**src/rtl/core/ldmc_pkg.sv**
```systemverilog
`timescale 1ns / 1ps

package ldmc_pkg;

  localparam int unsigned LevelW  = 8;
  localparam int unsigned ModeW   = 3;
  localparam int unsigned MinuteW = 16;
  localparam int unsigned AmountW = 16;
  localparam int unsigned CfgIdxW = 2;
  localparam int unsigned CfgW    = 16;
  // wide enough for brightness plus or minus any amount
  localparam int unsigned CalcW   = 18;

  localparam logic [ModeW-1:0]   ModeWarm   = 3'd4;
  localparam logic [ModeW-1:0]   ModeLast   = 3'd4;
  localparam logic [LevelW-1:0]  WarmLevel  = 8'd75;
  localparam logic [MinuteW-1:0] MinuteSat  = 16'hFFFF;

  localparam logic [LevelW-1:0]  MaxBrightRst = 8'd255;
  localparam logic [ModeW-1:0]   ModeLimitRst = 3'd4;
  localparam logic [MinuteW-1:0] OffTimeRst   = 16'd60;

  typedef enum logic [3:0] {
    OP_REFRESH    = 4'd0,
    OP_SET_BRIGHT = 4'd1,
    OP_INC        = 4'd2,
    OP_DEC        = 4'd3,
    OP_SET_POWER  = 4'd4,
    OP_TOGGLE     = 4'd5,
    OP_NEXT       = 4'd6,
    OP_PREV       = 4'd7,
    OP_TICK       = 4'd8,
    OP_TIMER_ON   = 4'd9,
    OP_TIMER_OFF  = 4'd10
  } op_e;

  typedef enum logic [CfgIdxW-1:0] {
    CFG_MAX_BRIGHT = 2'd0,
    CFG_MODE_LIMIT = 2'd1,
    CFG_OFF_TIME   = 2'd2
  } cfg_idx_e;

  typedef struct packed {
    logic [LevelW-1:0]  max_bright;
    logic [ModeW-1:0]   mode_limit;
    logic [MinuteW-1:0] off_time;
  } cfg_t;

  typedef struct packed {
    logic [LevelW-1:0] red;
    logic [LevelW-1:0] green;
    logic [LevelW-1:0] blue;
  } rgb_t;

  typedef struct packed {
    rgb_t              colour;
    logic [LevelW-1:0] level;
    logic              power;
    logic [ModeW-1:0]  mode;
  } status_t;

  // colour table, modes past warm are never loaded
  function automatic rgb_t mode_colour(input logic [ModeW-1:0] mode);
    rgb_t c;
    case (mode)
      3'd0:    c = '{red: 8'd255, green: 8'd255, blue: 8'd255};
      3'd1:    c = '{red: 8'd255, green: 8'd0,   blue: 8'd0};
      3'd2:    c = '{red: 8'd0,   green: 8'd255, blue: 8'd0};
      3'd3:    c = '{red: 8'd0,   green: 8'd0,   blue: 8'd255};
      3'd4:    c = '{red: 8'd255, green: 8'd75,  blue: 8'd40};
      default: c = '{red: 8'd0,   green: 8'd0,   blue: 8'd0};
    endcase
    return c;
  endfunction

  // x / 255 for any x up to 255 * 255
  function automatic logic [LevelW-1:0] div255(input logic [2*LevelW-1:0] x);
    logic [2*LevelW:0] s;
    s = {1'b0, x} + {{(LevelW+1){1'b0}}, x[2*LevelW-1:LevelW]} + 1'b1;
    return s[2*LevelW-1:LevelW];
  endfunction

endpackage

```
**src/rtl/core/ldmc_if.sv**
```systemverilog
`timescale 1ns / 1ps

interface ldmc_cmd_if;
  logic               valid;
  logic               ready;
  logic [3:0]         opcode;
  logic signed [15:0] amount;

  modport source (output valid, output opcode, output amount, input ready);
  modport sink   (input valid, input opcode, input amount, output ready);
endinterface

interface ldmc_res_if;
  logic       valid;
  logic       ready;
  logic [7:0] drive_red;
  logic [7:0] drive_green;
  logic [7:0] drive_blue;
  logic [7:0] level_now;
  logic       power_on;
  logic [2:0] mode_now;

  modport source (output valid, output drive_red, output drive_green, output drive_blue,
                  output level_now, output power_on, output mode_now, input ready);
  modport sink   (input valid, input drive_red, input drive_green, input drive_blue,
                  input level_now, input power_on, input mode_now, output ready);
endinterface

```
**src/rtl/core/ldmc_state.sv**
```systemverilog
`timescale 1ns / 1ps

module ldmc_state (
  input  logic                          clk_i,
  input  logic                          rst_ni,
  input  ldmc_pkg::cfg_t                cfg_i,
  input  logic                          upd_i,
  input  logic [3:0]                    op_i,
  input  logic signed [15:0]            amount_i,
  output ldmc_pkg::status_t             status_o
);
  import ldmc_pkg::*;

  rgb_t               colour_q, colour_d;
  logic [LevelW-1:0]  level_q, level_d;
  logic               power_q, power_d;
  logic [ModeW-1:0]   mode_q, mode_d;
  logic [MinuteW-1:0] idle_q, idle_d;
  logic               done_q, done_d;

  logic signed [CalcW-1:0] calc;
  logic signed [CalcW-1:0] base;
  logic signed [CalcW-1:0] amt_x;
  logic                    load;

  always_comb begin
    colour_d = colour_q;
    power_d  = power_q;
    mode_d   = mode_q;
    idle_d   = idle_q;
    done_d   = done_q;
    load     = 1'b0;
    amt_x    = CalcW'(amount_i);
    base     = $signed({{(CalcW-LevelW){1'b0}}, level_q});

    case (op_i)
      OP_NEXT: begin
        mode_d = (mode_q < cfg_i.mode_limit) ? mode_q + 1'b1 : '0;
        load   = 1'b1;
      end
      OP_PREV: begin
        mode_d = (mode_q != '0) ? mode_q - 1'b1 : cfg_i.mode_limit;
        load   = 1'b1;
      end
      default: ;
    endcase

    // entering a table mode reloads the colour, warm also sets the level
    if (load && mode_d <= ModeLast) begin
      colour_d = mode_colour(mode_d);
      if (mode_d == ModeWarm) begin
        base = $signed({{(CalcW-LevelW){1'b0}}, WarmLevel});
      end
    end

    calc = base;
    case (op_i)
      OP_SET_BRIGHT: calc = amt_x;
      OP_INC:        calc = base + amt_x;
      OP_DEC:        calc = base - amt_x;
      OP_SET_POWER:  power_d = amount_i[0];
      OP_TOGGLE:     power_d = ~power_q;
      OP_TICK: begin
        if (idle_q > cfg_i.off_time && !done_q) begin
          done_d  = 1'b1;
          power_d = 1'b0;
        end else if (idle_q != MinuteSat) begin
          idle_d = idle_q + 1'b1;
        end
      end
      OP_TIMER_ON: begin
        done_d = 1'b0;
        idle_d = '0;
      end
      OP_TIMER_OFF:  done_d = 1'b1;
      default: ;
    endcase

    if (calc > $signed({{(CalcW-LevelW){1'b0}}, cfg_i.max_bright})) begin
      level_d = cfg_i.max_bright;
    end else if (calc < 0) begin
      level_d = '0;
    end else begin
      level_d = calc[LevelW-1:0];
    end
  end

  always_ff @(posedge clk_i or negedge rst_ni) begin
    if (!rst_ni) begin
      colour_q <= '0;
      level_q  <= '0;
      power_q  <= 1'b0;
      mode_q   <= '0;
      idle_q   <= '0;
      done_q   <= 1'b1;
    end else if (upd_i) begin
      colour_q <= colour_d;
      level_q  <= level_d;
      power_q  <= power_d;
      mode_q   <= mode_d;
      idle_q   <= idle_d;
      done_q   <= done_d;
    end
  end

  assign status_o = '{colour: colour_q, level: level_q, power: power_q, mode: mode_q};

endmodule

```
**src/rtl/core/led_dimmer_mode_controller_unit.sv**
```systemverilog
`timescale 1ns / 1ps

// channel   dir  handshake      payload
// cmd_i     in   valid/ready    opcode[3:0], amount[15:0] signed
// res_o     out  valid/ready    drive_red/green/blue[7:0], level_now[7:0],
//                               power_on, mode_now[2:0]
// cfg       in   cfg_we_i       cfg_idx_i[1:0], cfg_data_i[15:0]
//
// one request per cycle while no stage is stalled; a result goes valid once its request has passed every stage below
// stages: input register, state update, colour x level multiply, /255 and gate
// every stage holds while the one after it is full and stalled
// reset clears state, power off, timer expired, config to its defaults

module led_dimmer_mode_controller_unit (
  input  logic                          clk_i,
  input  logic                          rst_ni,
  ldmc_cmd_if.sink                      cmd_i,
  ldmc_res_if.source                    res_o,
  input  logic                          cfg_we_i,
  input  logic [ldmc_pkg::CfgIdxW-1:0]  cfg_idx_i,
  input  logic [ldmc_pkg::CfgW-1:0]     cfg_data_i
);
  import ldmc_pkg::*;

  cfg_t cfg_q;

  always_ff @(posedge clk_i or negedge rst_ni) begin
    if (!rst_ni) begin
      cfg_q <= '{max_bright: MaxBrightRst, mode_limit: ModeLimitRst, off_time: OffTimeRst};
    end else if (cfg_we_i) begin
      case (cfg_idx_i)
        CFG_MAX_BRIGHT: cfg_q.max_bright <= cfg_data_i[LevelW-1:0];
        CFG_MODE_LIMIT: cfg_q.mode_limit <= cfg_data_i[ModeW-1:0];
        CFG_OFF_TIME:   cfg_q.off_time   <= cfg_data_i[MinuteW-1:0];
        default: ;
      endcase
    end
  end

  logic s1_v_q, s2_v_q, s3_v_q, out_v_q;
  logic out_free, s3_free, s2_free, s1_free;

  assign out_free = !out_v_q || res_o.ready;
  assign s3_free  = !s3_v_q || out_free;
  assign s2_free  = !s2_v_q || s3_free;
  assign s1_free  = !s1_v_q || s2_free;
  assign cmd_i.ready = s1_free;

  logic [3:0]         op_q;
  logic signed [15:0] amt_q;

  always_ff @(posedge clk_i) begin
    if (s1_free && cmd_i.valid) begin
      op_q  <= cmd_i.opcode;
      amt_q <= cmd_i.amount;
    end
  end

  logic    upd;
  status_t status;

  assign upd = s1_v_q && s2_free;

  ldmc_state u_state (
    .clk_i    (clk_i),
    .rst_ni   (rst_ni),
    .cfg_i    (cfg_q),
    .upd_i    (upd),
    .op_i     (op_q),
    .amount_i (amt_q),
    .status_o (status)
  );

  // product stage
  logic [2*LevelW-1:0] prod_r_q, prod_g_q, prod_b_q;
  logic [LevelW-1:0]   lvl_q;
  logic                pwr_q;
  logic [ModeW-1:0]    mode_q;

  always_ff @(posedge clk_i) begin
    if (s3_free && s2_v_q) begin
      prod_r_q <= status.colour.red   * status.level;
      prod_g_q <= status.colour.green * status.level;
      prod_b_q <= status.colour.blue  * status.level;
      lvl_q    <= status.level;
      pwr_q    <= status.power;
      mode_q   <= status.mode;
    end
  end

  // result register
  logic [LevelW-1:0] red_q, green_q, blue_q, lvl_out_q;
  logic              pwr_out_q;
  logic [ModeW-1:0]  mode_out_q;

  always_ff @(posedge clk_i) begin
    if (out_free && s3_v_q) begin
      red_q      <= pwr_q ? div255(prod_r_q) : '0;
      green_q    <= pwr_q ? div255(prod_g_q) : '0;
      blue_q     <= pwr_q ? div255(prod_b_q) : '0;
      lvl_out_q  <= lvl_q;
      pwr_out_q  <= pwr_q;
      mode_out_q <= mode_q;
    end
  end

  always_ff @(posedge clk_i or negedge rst_ni) begin
    if (!rst_ni) begin
      s1_v_q  <= 1'b0;
      s2_v_q  <= 1'b0;
      s3_v_q  <= 1'b0;
      out_v_q <= 1'b0;
    end else begin
      if (s1_free)  s1_v_q  <= cmd_i.valid;
      if (s2_free)  s2_v_q  <= s1_v_q;
      if (s3_free)  s3_v_q  <= s2_v_q;
      if (out_free) out_v_q <= s3_v_q;
    end
  end

  assign res_o.valid       = out_v_q;
  assign res_o.drive_red   = red_q;
  assign res_o.drive_green = green_q;
  assign res_o.drive_blue  = blue_q;
  assign res_o.level_now   = lvl_out_q;
  assign res_o.power_on    = pwr_out_q;
  assign res_o.mode_now    = mode_out_q;

  // power off means dark outputs
  assert property (@(posedge clk_i) disable iff (!rst_ni)
    out_v_q && !pwr_out_q |-> red_q == '0 && green_q == '0 && blue_q == '0)
    else $error("drive level nonzero while power is off");

  // an accepted request always lands in the input register
  assert property (@(posedge clk_i) disable iff (!rst_ni)
    cmd_i.valid && cmd_i.ready |=> s1_v_q)
    else $error("accepted request lost at input register");

  // state only moves when the update stage can take the request
  assert property (@(posedge clk_i) disable iff (!rst_ni)
    !upd |=> $stable(status))
    else $error("state changed without an update");

  // a finished product reaches the result register when it is free
  assert property (@(posedge clk_i) disable iff (!rst_ni)
    s3_v_q && out_free |=> out_v_q)
    else $error("result dropped between product and output stage");

endmodule
```
**src/flat_wrapper.sv**
```systemverilog
// flat-port wrapper written by rule: the top's interface ports become plain ports
module led_dimmer_mode_controller_unit_flat import ldmc_pkg::*;
  (clk_i, rst_ni, cfg_we_i, cfg_idx_i, cfg_data_i, cmd_i_valid, cmd_i_opcode, cmd_i_amount, cmd_i_ready, res_o_valid, res_o_drive_red, res_o_drive_green, res_o_drive_blue, res_o_level_now, res_o_power_on, res_o_mode_now, res_o_ready);
  ldmc_cmd_if cmd_i_i ();
  ldmc_res_if res_o_i ();
  input  logic clk_i;
  input  logic rst_ni;
  input  logic cfg_we_i;
  input  logic [ldmc_pkg::CfgIdxW-1:0] cfg_idx_i;
  input  logic [ldmc_pkg::CfgW-1:0] cfg_data_i;
  input wire logic [$bits(cmd_i_i.valid)-1:0] cmd_i_valid;
  input wire logic [$bits(cmd_i_i.opcode)-1:0] cmd_i_opcode;
  input wire logic [$bits(cmd_i_i.amount)-1:0] cmd_i_amount;
  output wire logic [$bits(cmd_i_i.ready)-1:0] cmd_i_ready;
  output wire logic [$bits(res_o_i.valid)-1:0] res_o_valid;
  output wire logic [$bits(res_o_i.drive_red)-1:0] res_o_drive_red;
  output wire logic [$bits(res_o_i.drive_green)-1:0] res_o_drive_green;
  output wire logic [$bits(res_o_i.drive_blue)-1:0] res_o_drive_blue;
  output wire logic [$bits(res_o_i.level_now)-1:0] res_o_level_now;
  output wire logic [$bits(res_o_i.power_on)-1:0] res_o_power_on;
  output wire logic [$bits(res_o_i.mode_now)-1:0] res_o_mode_now;
  input wire logic [$bits(res_o_i.ready)-1:0] res_o_ready;
  assign cmd_i_i.valid = cmd_i_valid;
  assign cmd_i_i.opcode = cmd_i_opcode;
  assign cmd_i_i.amount = cmd_i_amount;
  assign cmd_i_ready = cmd_i_i.ready;
  assign res_o_valid = res_o_i.valid;
  assign res_o_drive_red = res_o_i.drive_red;
  assign res_o_drive_green = res_o_i.drive_green;
  assign res_o_drive_blue = res_o_i.drive_blue;
  assign res_o_level_now = res_o_i.level_now;
  assign res_o_power_on = res_o_i.power_on;
  assign res_o_mode_now = res_o_i.mode_now;
  assign res_o_i.ready = res_o_ready;
  led_dimmer_mode_controller_unit u_core (.clk_i(clk_i), .rst_ni(rst_ni), .cmd_i(cmd_i_i), .res_o(res_o_i), .cfg_we_i(cfg_we_i), .cfg_idx_i(cfg_idx_i), .cfg_data_i(cfg_data_i));
endmodule
```
**config.mk**
```make
export PLATFORM = sky130hd
export DESIGN_NAME = led_dimmer_mode_controller_unit_flat
export DESIGN_NICKNAME = d
export VERILOG_FILES = /design/src/rtl/core/ldmc_pkg.sv /design/src/rtl/core/ldmc_if.sv /design/src/rtl/core/ldmc_state.sv /design/src/rtl/core/led_dimmer_mode_controller_unit.sv /design/src/flat_wrapper.sv
export SDC_FILE = /design/constraint.sdc
export NUM_CORES = 1
export LEC_CHECK = 0
export BUFFER_PORTS_ARGS = -buffer_cell sky130_fd_sc_hd__buf_4
export CAP_MARGIN = 20
export CORE_MARGIN = 3
export CORE_UTILIZATION = 40
export CTS_CLUSTER_DIAMETER = 40
export CTS_CLUSTER_SIZE = 16
export DETAILED_ROUTE_END_ITERATION = 6
export PLACE_DENSITY = 0.62
export SLEW_MARGIN = 0
export SYNTH_ARGS = -nofsm -noshare
export SYNTH_HDL_FRONTEND = slang
export SYNTH_SLANG_ARGS = --single-unit
```
**constraint.sdc**
```tcl
create_clock -name clk_i -period 12.9 [get_ports clk_i]
set_input_delay 0.645 -clock clk_i [delete_from_list [all_inputs] [get_ports clk_i]]
set_output_delay 0.645 -clock clk_i [all_outputs]
set_load 0.01 [all_outputs]
```
Word-level counts from Yosys, hierarchy flattened

Index checks and enable logic that the tools add are counted.

Flip-flop bits (word level): 200
Input port bits: 43

Equal/unequal tests: 20
$mul: 3
Reduce and logical (&&, ||, !) cells: 29
$add $sub $neg: 11
Bitwise operators: 1
$lt $le $gt $ge: 5
Muxes and demuxes: 17

Operator list:

| kind                    | count |
|---|---|
| $pmux W24 S5            | 1 |
| $add A16 B1 Y16 const B | 4 |
| $pmux W18 S3            | 1 |
| $add A16 B8 Y16         | 3 |
| $mul A8 B8 Y16          | 3 |
| $mux W16                | 2 |
| $mux W8                 | 4 |
| $pmux W16 S2            | 1 |
| $gt A18 B9 Y1           | 1 |
| $lt A18 B1 Y1 const B   | 1 |
| $add A9 B16 Y17         | 1 |
| $sub A9 B16 Y17         | 1 |
| $eq A4 B3 Y1 const B    | 4 |
| $gt A16 B16 Y1          | 1 |
| $ne A16 B16 Y1 const B  | 1 |
| $eq A4 B4 Y1 const B    | 3 |
| $reduce_bool A3 Y1      | 3 |
| $eq A4 B2 Y1 const B    | 2 |
| $reduce_and A2 Y1       | 4 |
| $eq A3 B2 Y1 const B    | 2 |
| $logic_and A1 B1 Y1     | 6 |
| $mux W3                 | 2 |
| $ne A2 B2 Y1 const B    | 3 |
| $pmux W1 S3             | 2 |
| 20 further kinds        | 30 |

Depth between registers and ports, before layout

Depth after elaboration: 11
Depth in mapped cells: 27

Cells and area by module

From an unflattened synthesis, not the netlist that was laid out.

Cell total of the unflattened synthesis: 1628
Area total of the unflattened synthesis: 16315.6 um^2

Modules (own cells, without submodules):

| module                          | area each (um^2) | cells an instance | instances |
|---|---|---|---|
| led_dimmer_mode_controller_unit | 12055.3          | 1086              | 1 |
| ldmc_state                      | 4260.3           | 542               | 1 |

Worst setup path after synthesis

No wires, ideal clock.

Kind: flip-flop to flip-flop
Start point: reg u_core.cfg_q[18] (netlist name)
End point: reg u_core.u_state.level_q[3]
Arrival time: 4.982 ns
Buffers on the path: 0
Path slack: 7.826 ns
Library setup time: 0.092 ns
Stages on the path, launching flop included: 26
Data required time: 12.808 ns
Path through: dfstp_2 > inv_1 > ha_1 > a211oi_1 > o211ai_1 > nand2_1 > nor3_4 > nor2_1 > ha_1 > inv_1 > fa_1 > nor2b_1 > o311a_1 > a311o_1 > and2_1 > a31oi_1 > xor2_1 > o21ai_0 > ha_1 > nand4_1 > or2_2 > nand2_1 > o211a_1 > o2111ai_4 > and3_1 > o31ai_2

Word-level cells in the longest chain between the ends: 11
Elaborated cells on any way between the ends: 16

Ends and longest elaborated chain:

| item                                               | RTL line                              | text |
|---|---|---|
| start, declared                                    | led_dimmer_mode_controller_unit.sv:25 | `cfg_t cfg_q;` |
| start signal, assigned                             | led_dimmer_mode_controller_unit.sv:29 | `cfg_q <= '{max_bright: MaxBrightRst, mode_limit: ModeLimitRst, off_time: OffTimeRst};` |
| $lt A3 B3 Y1                                       | ldmc_state.sv:38                      | `mode_d = (mode_q < cfg_i.mode_limit) ? mode_q + 1'b1 : '0;` |
| $mux W3                                            | ldmc_state.sv:38                      |  |
| $pmux W3 S2 *                                      | ldmc_state.sv:36                      | `case (op_i)` |
| $le A3 B3 Y1 or $eq A3 B3 Y1 (tied branches)       | ldmc_state.sv:49, ldmc_state.sv:51    |  |
| $logic_and A1 B1 Y1 or $mux W8 (tied branches)     | ldmc_state.sv:49, ldmc_state.sv:51    |  |
| $mux W8 *                                          | ldmc_state.sv:49                      | `if (load && mode_d <= ModeLast) begin` |
| $sub A9 B16 Y17 or $add A9 B16 Y17 (tied branches) | ldmc_state.sv:60, ldmc_state.sv:59    |  |
| $pmux W18 S3 *                                     | ldmc_state.sv:57                      | `case (op_i)` |
| $lt A18 B1 Y1                                      | ldmc_state.sv:81                      | `end else if (calc < 0) begin` |
| $mux W8                                            | ldmc_state.sv:81                      |  |
| $mux W8 *                                          | ldmc_state.sv:79                      | `if (calc > $signed({{(CalcW-LevelW){1'b0}}, cfg_i.max_bright})) begin` |
| end signal, assigned                               | ldmc_state.sv:98                      | `level_q <= level_d;` |
| end, declared                                      | ldmc_state.sv:15                      | `logic [LevelW-1:0] level_q, level_d;` |

Mark *: on every way between the ends. The rest lies on a longest branch, timed or not.
A chain may end at the register's enable or synchronous reset.

Final worst setup path

Start point: reg u_core.op_q[0]
End point: reg u_core.u_state.level_q[3]

Word-level cells in the longest chain between the ends: 10
Elaborated cells on any way between the ends: 20

Ends and longest elaborated chain:

| item                                               | RTL line                              | text |
|---|---|---|
| start, declared                                    | led_dimmer_mode_controller_unit.sv:49 | `logic [3:0] op_q;` |
| start signal, assigned                             | led_dimmer_mode_controller_unit.sv:54 | `op_q <= cmd_i.opcode;` |
| $eq A4 B3 Y1                                       | ldmc_state.sv:36                      |  |
| $pmux W3 S2 or $reduce_or A2 Y1 (tied branches)    | --                                    |  |
| $le A3 B3 Y1, or another cell as far along         | ldmc_state.sv:49                      |  |
| $logic_and A1 B1 Y1 or $mux W8 (tied branches)     | ldmc_state.sv:49, ldmc_state.sv:51    |  |
| $mux W8                                            | ldmc_state.sv:49                      |  |
| $sub A9 B16 Y17 or $add A9 B16 Y17 (tied branches) | ldmc_state.sv:60, ldmc_state.sv:59    |  |
| $pmux W18 S3 *                                     | ldmc_state.sv:57                      |  |
| $lt A18 B1 Y1                                      | ldmc_state.sv:81                      |  |
| $mux W8                                            | ldmc_state.sv:81                      |  |
| $mux W8 *                                          | ldmc_state.sv:79                      |  |

Marked as above.

==> run_summary.xml <==
<?xml version="1.0" encoding="UTF-8"?>
<metrics>
  <group name="route">
    <metric name="drt-pass1-iter-count" unit="">5</metric>
    <metric name="drc_markers" unit="">0</metric>
    <metric name="count_of_routing_violations_after_the_opening_detailed_route_iteration" unit="">415</metric>
    <metric name="vias" unit="">9615</metric>
    <metric name="avgViaCountPerCell" unit="">5.04</metric>
    <metric name="detail_route.wl_per_cell" unit="um">15.2</metric>
    <metric name="wl" unit="mm">29.0</metric>
    <metric name="final_antenna_net_count" unit="">0</metric>
  </group>
  <group name="sta">
    <metric name="clock-skew-final" unit="ns">0.0156</metric>
    <metric name="max_freq" unit="GHz">0.169</metric>
    <metric name="tns" unit="ns">0</metric>
    <metric name="rsz0062_at_grt" unit="">no</metric>
    <metric name="setup_viol_count_final" unit="">0</metric>
    <metric name="finalWorstPathRequiredPeriod" unit="ns">5.93</metric>
    <metric name="timing.final.max_slew_violations" unit="">0</metric>
    <metric name="hold_violations_final" unit="">0</metric>
    <metric name="max_slew_headroom_at_the_worst_pin" unit="">0.361</metric>
    <metric name="finalCritPeriodShare" unit="">0.459</metric>
    <metric name="max_slew.worst_pin.slew" unit="ns">0.955</metric>
  </group>
  <group name="synthesis">
    <metric name="synth-simple-area-share" unit="">0.127</metric>
    <metric name="mux_contribution_to_synthesized_area" unit="">0.0212</metric>
    <metric name="area_share_of_fa_ha_maj_cells_after_synthesis" unit="">0.274</metric>
    <metric name="synthesized_nets" unit="">1662</metric>
    <metric name="post_synth_num_cell_types" unit="">80</metric>
    <metric name="synth_largest_area_cell" unit="">sky130_fd_sc_hd__edfxtp_1</metric>
    <metric name="synth_compound_area_frac" unit="">0.110</metric>
    <metric name="synth_seq_area_share" unit="">0.355</metric>
    <metric name="yosys_register_bits" unit="">181</metric>
    <metric name="synth_top_cells_by_area" unit="">sky130_fd_sc_hd__edfxtp_1 (24%), sky130_fd_sc_hd__ha_1 (15%), sky130_fd_sc_hd__fa_1 (13%), sky130_fd_sc_hd__dfrtp_1 (8.8%), sky130_fd_sc_hd__inv_1 (4.9%)</metric>
    <metric name="syn-cell-area" unit="sq um">14500</metric>
    <metric name="asyncSetResetFlopFracSynth" unit="">0.359</metric>
    <metric name="synth_area_per_cell" unit="sq um">10.6</metric>
    <metric name="synth_ff_type" unit="">sky130_fd_sc_hd__edfxtp_1</metric>
    <metric name="synth_edf_count" unit="">116</metric>
    <metric name="synth_xor_area_frac" unit="">0.0557</metric>
    <metric name="synthesized_instance_count" unit="">1358</metric>
    <metric name="area_share_of_the_leading_cell_type_in_the_synthesized_netlist" unit="">0.241</metric>
    <metric name="synth_top_family_by_area" unit="">adder cells</metric>
    <metric name="ys_warn_count" unit="">0</metric>
  </group>
  <group name="placement">
    <metric name="gp_routability_congestion" unit="">0.869</metric>
    <metric name="number_of_cells_after_detailed_placement" unit="">1876</metric>
    <metric name="port_buffers" unit="">80</metric>
    <metric name="dp_hpwl" unit="mm">23.2</metric>
  </group>
  <group name="critical_path">
    <metric name="cp-start-kind" unit="">flop</metric>
    <metric name="endpoint_kind" unit="">flop</metric>
    <metric name="crit_fanout" unit="">31</metric>
    <metric name="cp_data_arrival_time" unit="ns">6.28</metric>
    <metric name="required_time_at_the_worst_slack_endpoint" unit="ns">13.26</metric>
    <metric name="timing_worst_setup_path_type" unit="">reg -&gt; reg</metric>
  </group>
  <group name="layout">
    <metric name="mostFrequentLayoutCell" unit="">sky130_fd_sc_hd__inv_1</metric>
    <metric name="n_antenna_cell" unit="">0</metric>
    <metric name="layout.cells.most_common_list" unit="">sky130_fd_sc_hd__inv_1 (190), sky130_fd_sc_hd__ha_1 (169), sky130_fd_sc_hd__edfxtp_1 (116)</metric>
    <metric name="drive_gt1_frac" unit="">0.127</metric>
    <metric name="area_growth" unit="%">11.7</metric>
    <metric name="finish.net_count" unit="">1739</metric>
    <metric name="layout.filler_cells" unit="">3354</metric>
    <metric name="final_cells" unit="">1909</metric>
  </group>
  <group name="power_and_ir_drop">
    <metric name="total_leakage_power" unit="uW">0.00775</metric>
    <metric name="power.density" unit="nW/um^2">252</metric>
    <metric name="vdd.ir_drop.worst" unit="V">0.000119</metric>
  </group>
  <group name="floorplanning">
    <metric name="initial_utilization" unit="">0.407</metric>
    <metric name="dieArea" unit="sq um">38500</metric>
    <metric name="io-pin-count" unit="">81</metric>
    <metric name="die_width" unit="um">196</metric>
    <metric name="core_region_area" unit="sq um">35600</metric>
    <metric name="rows" unit="">69</metric>
    <metric name="die_extent_in_y" unit="um">196</metric>
  </group>
  <group name="grt">
    <metric name="grt_pass1_vias" unit="">9860</metric>
    <metric name="grt_max_degree" unit="">66</metric>
    <metric name="grtUsageTotal" unit="">0.159</metric>
    <metric name="overflow" unit="">0</metric>
    <metric name="antenna_found_initial" unit="">0</metric>
    <metric name="grt_pass1_wl" unit="mm">49.5</metric>
  </group>
  <group name="clocking">
    <metric name="clkSinkCount" unit="">181</metric>
    <metric name="clk_latency" unit="ns">0.45</metric>
    <metric name="cts_buffer_depth" unit="">2</metric>
    <metric name="cts_hold_buf" unit="">0</metric>
    <metric name="cts_max_level" unit="">4</metric>
    <metric name="clk_pin_slew" unit="ns">0.07</metric>
    <metric name="cts_root_buffer" unit="">sky130_fd_sc_hd__clkbuf_16</metric>
    <metric name="tritoncts" unit="">yes</metric>
    <metric name="numCtsBuffers" unit="">17</metric>
    <metric name="cts_resized" unit="">0</metric>
    <metric name="post_cts.repair.setup_buffers" unit="">0</metric>
  </group>
  <group name="flow_run">
    <metric name="maxCapViolations" unit="">0</metric>
  </group>
  <group name="status">
    <metric name="run_status" unit="">complete, no violations</metric>
  </group>
  <group name="worst_hold_path">
    <metric name="hold_class" unit="">in -&gt; async</metric>
  </group>
</metrics>
[final timing paths]
| kind | startpoint | to | slack (ns) | depth (start not counted) |
|---|---|---|---|---|
| setup / recovery | u_core.op_q[0] | u_core.u_state.level_q[3] | 6.97 | 23 |
| setup reg to reg | u_core.op_q[0] | u_core.u_state.level_q[3] | 6.97 | 23 |
| hold / removal | rst_ni | u_core.cfg_q[7] | 0.32 | 1 |
| min in group clk_i | cmd_i_amount[0] | u_core.amt_q[0] | 0.37 | 1 |
| max in group asynchronous | rst_ni | u_core.u_state.mode_q[1] | 12.03 | 1 |
| hold reg to reg | u_core.lvl_q[5] | u_core.res_o.level_now[5] | 0.41 | 0 |
[synth_stat cells (6+ instances only)]
master / n
sky130_fd_sc_hd__mux2i_1: 7
sky130_fd_sc_hd__xnor2_1: 54
sky130_fd_sc_hd__nor2_1: 60
sky130_fd_sc_hd__or2_2: 11
sky130_fd_sc_hd__dfrtp_1: 51
sky130_fd_sc_hd__nand3_1: 23
sky130_fd_sc_hd__o21a_1: 28
sky130_fd_sc_hd__a21oi_1: 47
sky130_fd_sc_hd__xor2_1: 38
sky130_fd_sc_hd__fa_1: 92
sky130_fd_sc_hd__or3_1: 7
sky130_fd_sc_hd__edfxtp_1: 116
sky130_fd_sc_hd__a21o_1: 21
sky130_fd_sc_hd__clkbuf_1: 18
sky130_fd_sc_hd__o21ai_0: 57
sky130_fd_sc_hd__o22ai_1: 7
sky130_fd_sc_hd__mux2_2: 21
sky130_fd_sc_hd__ha_1: 169
sky130_fd_sc_hd__nand4_1: 18
sky130_fd_sc_hd__inv_1: 190
sky130_fd_sc_hd__a21boi_0: 11
sky130_fd_sc_hd__and2_1: 46
sky130_fd_sc_hd__o31ai_1: 6
sky130_fd_sc_hd__nor2b_1: 12
sky130_fd_sc_hd__nand2_1: 101
sky130_fd_sc_hd__dfstp_2: 14
sky130_fd_sc_hd__and3_1: 11
sky130_fd_sc_hd__nor3_1: 6
sky130_fd_sc_hd__nand2b_1: 22
sky130_fd_sc_hd__a31oi_1: 11
[kinds of logic after synthesis]
logic type,after synthesis
xor+xnor,92
buf+inv,216
simple gates,347
flops,181
mux,28
compound gates,233
fa+ha+maj,261
[layer usage]
| metal | global-route usage | vias up | wire length, um |
|---|---|---|---|
| li1 | - | 4817 | - |
| met1 | 0.210 | 4596 | 13400 |
| met2 | 0.267 | 171 | 13900 |
| met3 | 0.0295 | 31 | 1140 |
| met4 | 0.0510 | 0 | 556 |
| met5 | 0 | - | 0 |
[cell type report]
cell class                 count  area [sq um]  share of cell area
tap                          461           577              0.0357
clock inverter                11          87.6             0.00542
multi-input combinational    961          8510               0.527
inverter                     191           717              0.0444
clock buffer                  21           483              0.0299
sequential                   181          5130               0.318
timing repair buffer          83           643              0.0398
[flip-flops by register name, summed over array words and instances (netlist names), 3 cells and up]
register and flops:
u_core.res_o.level_now 8, u_core.u_state.status_o 5, u_core.prod_b_q 16, u_core.res_o.mode_now 3, u_core.op_q 4, u_core.prod_g_q 16, u_core.res_o.drive_blue 8, u_core.u_state.idle_q 16
u_core.res_o.drive_red 8, u_core.mode_q 3, u_core.u_state.mode_q 3, u_core.lvl_q 8, u_core.amt_q 16, u_core.cfg_q 27, u_core.u_state.level_q 8, u_core.prod_r_q 16
u_core.res_o.drive_green 8
[report_power, final]
part	internal (uW)	switching, uW	total [uW]
sequential	929	166	1090
combinational	1130	1330	2460
clock	273	237	510
total	2330	1740	4070
[worst max-delay path, stage by stage, from the launching register on]
cell                       delay [ns]
sky130_fd_sc_hd__edfxtp_1        0.95
sky130_fd_sc_hd__inv_1           0.25
sky130_fd_sc_hd__or4_4           0.57
sky130_fd_sc_hd__and3_1          0.31
sky130_fd_sc_hd__nor3_4          0.20
sky130_fd_sc_hd__nor2_1          0.12
sky130_fd_sc_hd__ha_1            0.23
sky130_fd_sc_hd__inv_1           0.07
sky130_fd_sc_hd__fa_1            0.26
sky130_fd_sc_hd__xor2_1          0.11
sky130_fd_sc_hd__nand3_1         0.11
sky130_fd_sc_hd__o21ai_0         0.08
sky130_fd_sc_hd__a221oi_1        0.46
sky130_fd_sc_hd__ha_1            0.34
sky130_fd_sc_hd__o21a_1          0.11
sky130_fd_sc_hd__o21a_1          0.17
sky130_fd_sc_hd__o21a_1          0.16
sky130_fd_sc_hd__o21ai_0         0.16
sky130_fd_sc_hd__nand2b_1        0.07
sky130_fd_sc_hd__a21oi_1         0.16
sky130_fd_sc_hd__o211a_1         0.29
sky130_fd_sc_hd__nand2_1         0.21
sky130_fd_sc_hd__and3_1          0.25
sky130_fd_sc_hd__o31ai_2         0.21
[stage by stage]
step,total power (uW),setup slack (ns),cell area [sq um],utilization,hold WS (ns)
after floorplan,3040,7.83,14500,-,0.349
after global placement,3560,7.19,15500,0.437,0.403
after detailed placement,3590,7.10,15500,0.437,0.405
after CTS,4140,7.05,16100,0.453,0.319
after global routing,4600,6.51,16100,0.454,0.338
final,4070,6.97,16100,0.454,0.316
Power figures use the tool's default switching activity.
